===== config.mk =====
export PLATFORM = sky130hd
export DESIGN_NAME = multi_key_counter_debouncer_top
export DESIGN_NICKNAME = d
export VERILOG_FILES = /design/src/rtl/mkcd_pkg.sv /design/src/rtl/multi_key_counter_debouncer_top.sv /design/src/rtl/mkcd_lane.sv /design/src/rtl/mkcd_merge.sv
export SDC_FILE = /design/constraint.sdc
export NUM_CORES = 1
export LEC_CHECK = 0
export BUFFER_PORTS_ARGS = -buffer_cell sky130_fd_sc_hd__clkbuf_2
export CELL_PAD_IN_SITES_DETAIL_PLACEMENT = 0
export CELL_PAD_IN_SITES_GLOBAL_PLACEMENT = 1
export CORE_UTILIZATION = 47
export CTS_BUF_LIST = sky130_fd_sc_hd__clkbuf_16
export CTS_CLUSTER_SIZE = 24
export DETAILED_ROUTE_END_ITERATION = 10
export HOLD_SLACK_MARGIN = 0.1
export PLACE_DENSITY_LB_ADDON = 0.25
export SLEW_MARGIN = 20
export SYNTH_ARGS = -nofsm -noshare
export SYNTH_HDL_FRONTEND = slang
export SYNTH_SLANG_ARGS = --single-unit

===== constraint.sdc =====
create_clock -name clock -period 3.4 [get_ports clock]
set_input_delay 0.17 -clock clock [delete_from_list [all_inputs] [get_ports clock]]
set_output_delay 0.17 -clock clock [all_outputs]
set_load 0.005 [all_outputs]

===== src/rtl/mkcd_pkg.sv =====
// ----------------------------------------------------------------------------
// mkcd_pkg
// Shared widths and defaults for the multi-key counter debouncer.
// ----------------------------------------------------------------------------
package mkcd_pkg;

   // number of sampled key lines carried by one input word
   localparam int LINE_BITS    = 4;
   // debounce counter and threshold width
   localparam int CNT_W        = 8;
   // press event code width
   localparam int EVT_W        = 3;
   // stream data widths, padded to whole bytes
   localparam int REQ_TDATA_W  = 8;
   localparam int RSP_TDATA_W  = 8;

   // default key count and threshold after reset
   localparam int              NUM_KEYS_DEF  = 4;
   localparam logic [CNT_W-1:0] THRESHOLD_RST = CNT_W'(16);

endpackage


===== src/rtl/multi_key_counter_debouncer_top.sv =====
// ----------------------------------------------------------------------------
// multi_key_counter_debouncer_top
// Debounces active-low key lines with one counter lane per key and reports
// the recognized press event for each sample word.
// ----------------------------------------------------------------------------
// output: the event word appears on rsp in the cycle after its sample is taken
// throughput: one sample word per cycle; lane counters update in the accept cycle
// and the single output register frees whenever the downstream takes its word
// reset: synchronous, clears all counters and handled flags, empties the output
// register and loads the press threshold with 16
module multi_key_counter_debouncer_top
   import mkcd_pkg::*;
#(
   parameter int NUM_KEYS = NUM_KEYS_DEF
)
(
   input  logic                   clock,
   input  logic                   reset,
   // sample channel
   input  logic                   req_tvalid,
   output logic                   req_tready,
   input  logic [REQ_TDATA_W-1:0] req_tdata,   // [3:0] key_levels_n
   // event channel
   output logic                   rsp_tvalid,
   input  logic                   rsp_tready,
   output logic [RSP_TDATA_W-1:0] rsp_tdata,   // [2:0] press_event
   // threshold register
   input  logic                   csr_wen,
   input  logic [CNT_W-1:0]       csr_wdata
);

   logic [CNT_W-1:0]    threshold_ff;
   logic                rsp_valid_ff;
   logic                rsp_valid_in;
   logic [EVT_W-1:0]    rsp_event_ff;
   logic [EVT_W-1:0]    event_code;
   logic [NUM_KEYS-1:0] fire;
   logic [NUM_KEYS-1:0] pressed;
   logic                step;

   // accept while the output register is empty or being drained
   assign req_tready = !rsp_valid_ff || rsp_tready;
   assign step       = req_tvalid && req_tready;

   // threshold register
   always_ff @(posedge clock) begin
      if (reset) begin
         threshold_ff <= THRESHOLD_RST;
      end else if (csr_wen) begin
         threshold_ff <= csr_wdata;
      end
   end

   // one debounce lane per key; keys without a line read as released
   for (genvar k = 0; k < NUM_KEYS; k++) begin : g_lane
      if (k < LINE_BITS) begin : g_line
         assign pressed[k] = !req_tdata[k];
      end else begin : g_noline
         assign pressed[k] = 1'b0;
      end

      mkcd_lane u_lane (
         .clock     (clock),
         .reset     (reset),
         .step      (step),
         .pressed   (pressed[k]),
         .threshold (threshold_ff),
         .fire      (fire[k])
      );
   end

   // merge lane results into the event code
   mkcd_merge #(
      .NUM_KEYS (NUM_KEYS)
   ) u_merge (
      .fire       (fire),
      .event_code (event_code)
   );

   // output register
   always_comb begin
      rsp_valid_in = rsp_valid_ff && !rsp_tready;
      if (step) begin
         rsp_valid_in = 1'b1;
      end
   end

   always_ff @(posedge clock) begin
      if (reset) begin
         rsp_valid_ff <= 1'b0;
      end else begin
         rsp_valid_ff <= rsp_valid_in;
      end
   end

   always_ff @(posedge clock) begin
      if (step) begin
         rsp_event_ff <= event_code;
      end
   end

   assign rsp_tvalid = rsp_valid_ff;
   assign rsp_tdata  = RSP_TDATA_W'(rsp_event_ff);

   // no sample is taken while a stalled event word is held
   a_no_overrun: assert property (@(posedge clock) disable iff (reset)
      (rsp_valid_ff && !rsp_tready) |-> !step)
      else $error("sample accepted over a stalled event word");

   // every accepted sample yields an event word on the next cycle
   a_word_follows: assert property (@(posedge clock) disable iff (reset)
      step |=> rsp_valid_ff)
      else $error("accepted sample produced no event word");

   // only keys with a line can raise an event
   a_event_range: assert property (@(posedge clock) disable iff (reset)
      rsp_valid_ff |-> (rsp_event_ff <= EVT_W'(LINE_BITS)))
      else $error("event code names a key without a line");

endmodule


===== src/rtl/mkcd_lane.sv =====
// ----------------------------------------------------------------------------
// mkcd_lane
// Per-key up/down debounce counter with a handled flag and press detection.
// ----------------------------------------------------------------------------
module mkcd_lane
   import mkcd_pkg::*;
(
   input  logic             clock,
   input  logic             reset,
   input  logic             step,       // one sample word accepted this cycle
   input  logic             pressed,    // key line sampled low
   input  logic [CNT_W-1:0] threshold,
   output logic             fire        // press recognized on this sample
);

   logic [CNT_W-1:0] count_ff;
   logic [CNT_W-1:0] count_in;
   logic             handled_ff;
   logic             handled_in;
   logic [CNT_W-1:0] count_up;
   logic [CNT_W-1:0] count_dn;

   assign count_up = count_ff + CNT_W'(1);
   assign count_dn = count_ff - CNT_W'(1);

   // counter and flag update for one sample
   always_comb begin
      count_in   = count_ff;
      handled_in = handled_ff;
      fire       = 1'b0;
      if (step) begin
         if (pressed) begin
            if ((count_ff < threshold) && !handled_ff) begin
               count_in = count_up;
               if (count_up == threshold) begin
                  handled_in = 1'b1;
                  fire       = 1'b1;
               end
            end
         end else if (count_ff != '0) begin
            count_in = count_dn;
            if (count_dn == '0) begin
               handled_in = 1'b0;
            end
         end
      end
   end

   // state registers
   always_ff @(posedge clock) begin
      if (reset) begin
         count_ff   <= '0;
         handled_ff <= 1'b0;
      end else begin
         count_ff   <= count_in;
         handled_ff <= handled_in;
      end
   end

   // a handled key always has a nonzero count
   a_handled_nonzero: assert property (@(posedge clock) disable iff (reset)
      handled_ff |-> (count_ff != '0))
      else $error("handled flag set with zero count");

   // counter moves by at most one per cycle
   a_count_step: assert property (@(posedge clock) disable iff (reset)
      !$past(reset) |-> ((count_ff == $past(count_ff)) ||
                         (count_ff == $past(count_ff) + CNT_W'(1)) ||
                         (count_ff == $past(count_ff) - CNT_W'(1))))
      else $error("counter jumped by more than one");

   // a press fires only on an accepted sample of a pressed key
   a_fire_cause: assert property (@(posedge clock) disable iff (reset)
      fire |-> (step && pressed && !handled_ff))
      else $error("press event without a pressed, unhandled key");

endmodule


===== src/rtl/mkcd_merge.sv =====
// ----------------------------------------------------------------------------
// mkcd_merge
// Combines the lane press flags into one event code, highest key wins.
// ----------------------------------------------------------------------------
module mkcd_merge
   import mkcd_pkg::*;
#(
   parameter int NUM_KEYS = NUM_KEYS_DEF
)
(
   input  logic [NUM_KEYS-1:0] fire,
   output logic [EVT_W-1:0]    event_code
);

   // later (higher) keys override earlier ones; code is index plus one
   always_comb begin
      event_code = '0;
      for (int k = 0; k < NUM_KEYS; k++) begin
         if (fire[k]) begin
            event_code = EVT_W'(k + 1);
         end
      end
   end

endmodule


==> metrics, run 1 <==
router iterations before antenna repair=4; main flop type after synthesis=dfxtp_1; placed wire-length estimate after detailed placement=9193 µm; initial drt markers=171; kind of launch point of the worst setup path=flop; Detail Route Antenna Nets=0; post-detailed-route via-to-cell ratio=5.985; Int Power=1632 µW; Core Area=9864 µm²; count of cells resized by post-cts repair=0; pin count of the biggest net entering global routing=26; cell with the most instances after synthesis=nor2_1; Worst VDD drop=0.3644 mV; final routed wire length divided by cell count=16.82 µm; Critical Path End Type=flop; register bit total from synthesis=48; maximum clock insertion buffer count=2; maximum frequency from static timing analysis=366.6 MHz; number of synthesized flops with an enable pin=3; # IOs=31; Die Area=10,720 µm²; power per cell area=569.3 nW/µm²; relative contribution of sequential cells to total power=29.4%; global-route usage over all layers=23.82%; Crit path arrival time=2.95 ns; Num CTS Buffers=5; power dissipated by switching net loads=1300 µW; layout overhead on the synthesized area=6.329%; status=completed; Final Wtd Congestion=0.8398; Critical Path Fanout Max=9; Slew HR=53.68%; most frequent cells after synthesis=nor2_1 (53), ha_1 (48), dfxtp_1 (45), a21oi_1 (40), xnor2_1 (37); area share of xor/xnor cells in the synthesized design=10.31%; library cell with the largest summed area after synthesis=dfxtp_1; slew at the pin closest to its max-slew limit=0.6858 ns; share of final-layout standard cells stronger than drive strength 1=9.968%; count of standard-cell rows=36; fraction of the mapped netlist area in simple logic gates=24.39%; synthesized area per cell=7.749 µm²; final clock skew=0.007770 ns; wire length of the first global-routing pass=20,880 µm; post-synthesis async set-or-reset flop share=0%; Final period util=80.24%; via count=4,519; count of clock tree sinks=48; Clock Power Share=16.9%; Post-layout nets=690; adder-cell share of the synthesized area=12.40%; total grt overflow=0; Post-CTS Repair Setup Buffers=0; Compound-Gate Fraction of Synth Area=22.81%; post-route setup slack=0.6720 ns; part of the total power dissipated in combinational logic=53.7%; static leakage=0.002023 µW; Hold/Removal Path Class=in -> reg; WS Path Type=reg -> reg; clock transition at the registers of the reported paths=0.07 ns; max-cap check violation count=0; CTS root buffer=clkbuf_16; top cells by area in the synthesized netlist=dfxtp_1 (19%), ha_1 (12%), xnor2_1 (6.7%); unrepaired setup endpoints after global routing=no; number of I/O port buffers=21; Yosys Warn Count=0; DIE WIDTH=103.5 µm; Skew-Pair Late Insertion Delay=0.29 ns; CTS tree=yes; Residual DRC=0; synthesized area=4843 µm²; post-synth cell types=70; vias in the first global route=4,132; required time of the critical path=3.62 ns; multiplexer area fraction after synthesis=2.557%; Cells after Synth=625; final count of negative-setup-slack endpoints=0; initial standard-cell utilization of the core=49.10%; height of the die=103.5 µm; dominant combinational cell family by area after synthesis=simple AND/OR/NAND/NOR gates; fin crit period=2.728 ns; share of the synthesized area in the top cell type=18.60%; Max H-tree Level=2; Placement Setup Slack=0.7156 ns; Overall Power=2932 µW; quantity of hold-fixing buffers added after cts=0; final WL=12,700 µm; final count of pins violating max slew=0; fraction of the yosys area taken by sequential cells=20.46%; antenna diode instance count=0; antenna violations before repair=0; Fill cells=984; setup tns final=0 ns; final-report hold violation count=0; net switching share of the total power=44.33%
cells in the final DEF (no fill, tap or decap), types with 9 or more instances in the layout:
cell type / synthesis / routed
mux2i_1: 9 / 9
ha_1: 48 / 48
nand3_1: 25 / 25
or3_1: 9 / 9
nor3_1: 13 / 13
nand2b_1: 12 / 12
buf_4: 7 / 18
nand2_1: 36 / 36
dfxtp_1: 45 / 45
o21ai_0: 32 / 32
a31oi_1: 11 / 11
nor2_1: 53 / 53
xor2_1: 20 / 20
clkbuf_2: 1 / 21
inv_1: 23 / 25
xnor2_1: 37 / 37
a21oi_1: 40 / 40
o31ai_1: 11 / 11
nor2b_1: 11 / 11
worst paths after layout:
check	start	endpoint	slack, ns	depth (start not counted)
worst max register to register	threshold_ff[3]	g_lane[3].u_lane.count_ff[2]	0.67	8
worst min register to register	g_lane[1].u_lane.handled_ff	g_lane[1].u_lane.handled_ff	0.49	2
worst max-delay path	threshold_ff[3]	g_lane[3].u_lane.count_ff[2]	0.67	8
worst min-delay path	csr_wdata[4]	threshold_ff[4]	0.10	3
through the flow:
stage / hold WS [ns] / area [µm²] / utilization [%] / cells
final: 0.1005 / 5150 / 52.21 / 755
after global routing: 0.1229 / 5150 / 52.21 / 755
after CTS: 0.1047 / 5150 / 52.21 / 755
after detailed placement: 0.4093 / 5012 / 50.81 / 747
after global placement: 0.3973 / 5012 / 50.81 / 747
after floorplan: 0.2995 / 4858 / - / 629
routing by layer:
layer / track usage, % / part of all wire [%]
met2: 39.45 / 47
met1: 32.25 / 47
met4: 7.453 / 2.4
met5: 0 / 0
met3: 2.706 / 4.2
final cells by class:
class / instances / area [µm²] / area share (%)
multi-input cells: 504 / 3528 / 68.51
flip-flops and latches: 48 / 991.0 / 19.24
repair buffers: 39 / 240.2 / 4.665
well taps: 133 / 166.4 / 3.231
clock buffers: 5 / 125.1 / 2.430
inverters: 23 / 86.33 / 1.676
clock inverters: 3 / 12.51 / 0.2430
critical path: stages, from the launching register on:
cell and delay (ns):
dfxtp_1 0.57, inv_1 0.20, ha_1 0.25, a211o_1 0.27
o2111ai_1 0.23, a41oi_1 0.37, buf_4 0.29, or3_1 0.34
a21oi_1 0.14
state kept, by name (all words and copies together) (netlist names):
register,count
threshold_ff,8
g_lane.u_lane.handled_ff,4
g_lane.u_lane.count_ff,32
rsp_tvalid,1
rsp_event_ff,3
power groups by stage:
stage,logic [µW],clock network [µW],registers (µW)
floorplan,1370,0,741
global placement,1520,0,869
detailed placement,1560,0,871
CTS,1570,512,858
global route,1780,527,884
finish,1570,495,863
cells by family (layout without fill, tap and decap cells):
logic type,count (synthesis),after routing
flip-flops,48,48
buffers and inverters,77,70
AO/OA/AOI/OAI,162,162
multiplexers,12,12
AND/OR/NAND/NOR,220,220
adder cells (fa/ha/maj),48,48
other,1,5
XOR/XNOR,57,57
No activity file was read; power rests on OpenSTA's default activity.
==> run 2: changes to the inputs <==
CORE_UTILIZATION = 42   (was 47)
clock period = 2.5 ns   (was 3.4 ns; I/O delays follow)
==> run 2 against run 1 <==
  * Clock power up 46%
  * Count of clock-buffer cells in the layout is the same
  * Sequential power increased by 25%
  * Register-to-register slack worse by 0.56 ns
  * Setup slack got worse by 0.56 ns
  * Cell count grew 7.0%
  * Die area up 12%
  * Critical path type unchanged
  * Largest cell class unchanged
  * Largest power group unchanged
  * Highest routed layer unchanged
==> metrics, run 2 (synthesis gave the netlist of run 1 again) <==
status=completed; Largest Register=g_lane.u_lane.count_ff; CTS tree=yes; wire length of the first global-routing pass=22,670 µm; initial standard-cell utilization of the core=43.91%; Fill cells=1,117; Num CTS Buffers=5; setup tns final=0 ns; relative contribution of sequential cells to total power=25.2%; Max H-tree Level=2; power dissipated by switching net loads=1885 µW; router iterations before antenna repair=4; placed wire-length estimate after detailed placement=10,290 µm; Top delay family on crit path=simple AND/OR/NAND/NOR gates; Skew-Pair Late Insertion Delay=0.31 ns; WS Path Type=reg -> reg; slew at the pin closest to its max-slew limit=0.7708 ns; Detail Route Antenna Nets=0; net switching share of the total power=44.21%; required time of the critical path=2.68 ns; part of the total power dissipated in combinational logic=57.8%; via count=4,687; most common cell after layout, fill and taps aside=buf_4; fin cells=808; Die Area=11,970 µm²; placed cell count=791; Post-layout nets=736; vias in the first global route=4,464; flip-flop count of the largest register, all copies and words added=32; Final Wtd Congestion=0.9027; final clock skew=0.01059 ns; Core Area=11,030 µm²; Residual DRC=0; Crit path arrival time=2.57 ns; height of the die=109.4 µm; Clock Power Share=17.0%; Int Power=2378 µW; global-route usage over all layers=24.69%; total grt overflow=0; clock transition at the registers of the reported paths=0.07 ns; Hold/Removal Path Class=in -> reg; static leakage=0.002248 µW; crit-path max cell delay=0.53 ns; maximum clock insertion buffer count=2; count of standard-cell rows=38; Final period util=95.67%; final WL=13,930 µm; Slew HR=48.62%; final-report hold violation count=0; DIE WIDTH=109.4 µm; final routed wire length divided by cell count=17.24 µm; antenna diode instance count=0; CTS root buffer=clkbuf_16; count of buffer and inverter cells on the critical path=1; registers with the most flip-flops=g_lane.u_lane.count_ff (32), threshold_ff (8), g_lane.u_lane.handled_ff (4); final count of pins violating max slew=0; post-detailed-route via-to-cell ratio=5.801; number of I/O port buffers=21; cells along the critical path=inv_1 -> ha_1 -> xor2_1 -> or3_1 -> or4_4 -> a2111oi_4 -> o211ai_2 -> a21oi_2; post-route setup slack=0.1082 ns; # IOs=31; antenna violations before repair=0; power per cell area=768.0 nW/µm²; layout overhead on the synthesized area=14.60%; Critical Path End Type=flop; initial drt markers=223; final count of negative-setup-slack endpoints=0; count of clock tree sinks=48; crit path max-delay cell type=or4_4; fin crit period=2.392 ns; share of final-layout standard cells stronger than drive strength 1=15.87%; Placement Setup Slack=0.05646 ns; most frequent cells in the layout=buf_4 (55), nor2_1 (53), ha_1 (48); Critical Path Fanout Max=3; max-cap check violation count=0; kind of launch point of the worst setup path=flop; Worst VDD drop=0.4104 mV; pin count of the biggest net entering global routing=32; Overall Power=4263 µW; maximum frequency from static timing analysis=418.1 MHz
-- run 2: cell types whose count changed in the layout (fill, tap and decap cells not counted), moves of 2 or more --
| cell | change |
|---|---|
| dlygate4sd3_1 | +9 |
| buf_4 | +37 |
| dfxtp_2 | +2 |
| dfxtp_1 | -2 |
-- run 2: what timing repair did --
action | 4_1_cts | 5_1_grt
hold endpoints to repair | 9 | 0
hold buffers | 9 | 0
endpoints found under the setup margin | 0 | 9
buffers inserted | 0 | 0
gates resized for setup | 0 | 6
-- run 2: power groups by stage --
stage / Clock (µW) / Sequential, µW / Combinational, µW
4_1_cts: 741 / 1070 / 2440
2_1_floorplan: 0 / 1010 / 1860
3_3_place_gp: 0 / 1090 / 2350
6_report: 724 / 1080 / 2460
5_1_grt: 763 / 1100 / 2740
3_5_place_dp: 0 / 1090 / 2410
-- run 2: layout make-up --
type / count / area (µm²) / share of cell area [%]
flip-flops and latches: 48 / 993.5 / 17.90
clock buffers: 5 / 125.1 / 2.254
multi-input cells: 504 / 3546 / 63.89
clock inverters: 3 / 16.27 / 0.2931
well taps: 140 / 175.2 / 3.156
inverters: 23 / 86.33 / 1.555
repair buffers: 85 / 608.1 / 10.96
-- run 2: path summary, 6_finish.rpt --
path	slack, ns	to	startpoint	cells past startpoint
max	0.11	rsp_event_ff[0]	g_lane[0].u_lane.count_ff[0]	8
min	0.12	rsp_tvalid	rsp_tready	3
max reg2reg	0.11	rsp_event_ff[0]	g_lane[0].u_lane.count_ff[0]	8
min reg2reg	0.50	g_lane[0].u_lane.handled_ff	g_lane[0].u_lane.handled_ff	2
-- run 2: through the flow --
stage	utilization [%]	cell area, µm²	hold slack, ns
after floorplan	-	4860	0.2545
after global placement	48.04	5299	0.3460
after detailed placement	48.04	5299	0.3511
after CTS	50.14	5530	0.1143
after global routing	50.32	5550	0.1415
final	50.32	5550	0.1174
-- run 2: worst reg2reg max path, stage by stage, from the launching register on --
cell and delay [ns]:
dfxtp_1 0.33, inv_1 0.07, ha_1 0.33, xor2_1 0.15
or3_1 0.31, or4_4 0.53, a2111oi_4 0.26, o211ai_2 0.14
a21oi_2 0.14
-- run 2: routing by layer --
metal | track usage (%) | share of wire [%] | wire length [µm]
met4 | 8.952 | 2.0 | 280
met5 | 0 | 0 | 0
met1 | 32.80 | 47 | 6610
met2 | 41.02 | 47 | 6507
met3 | 2.905 | 3.8 | 527
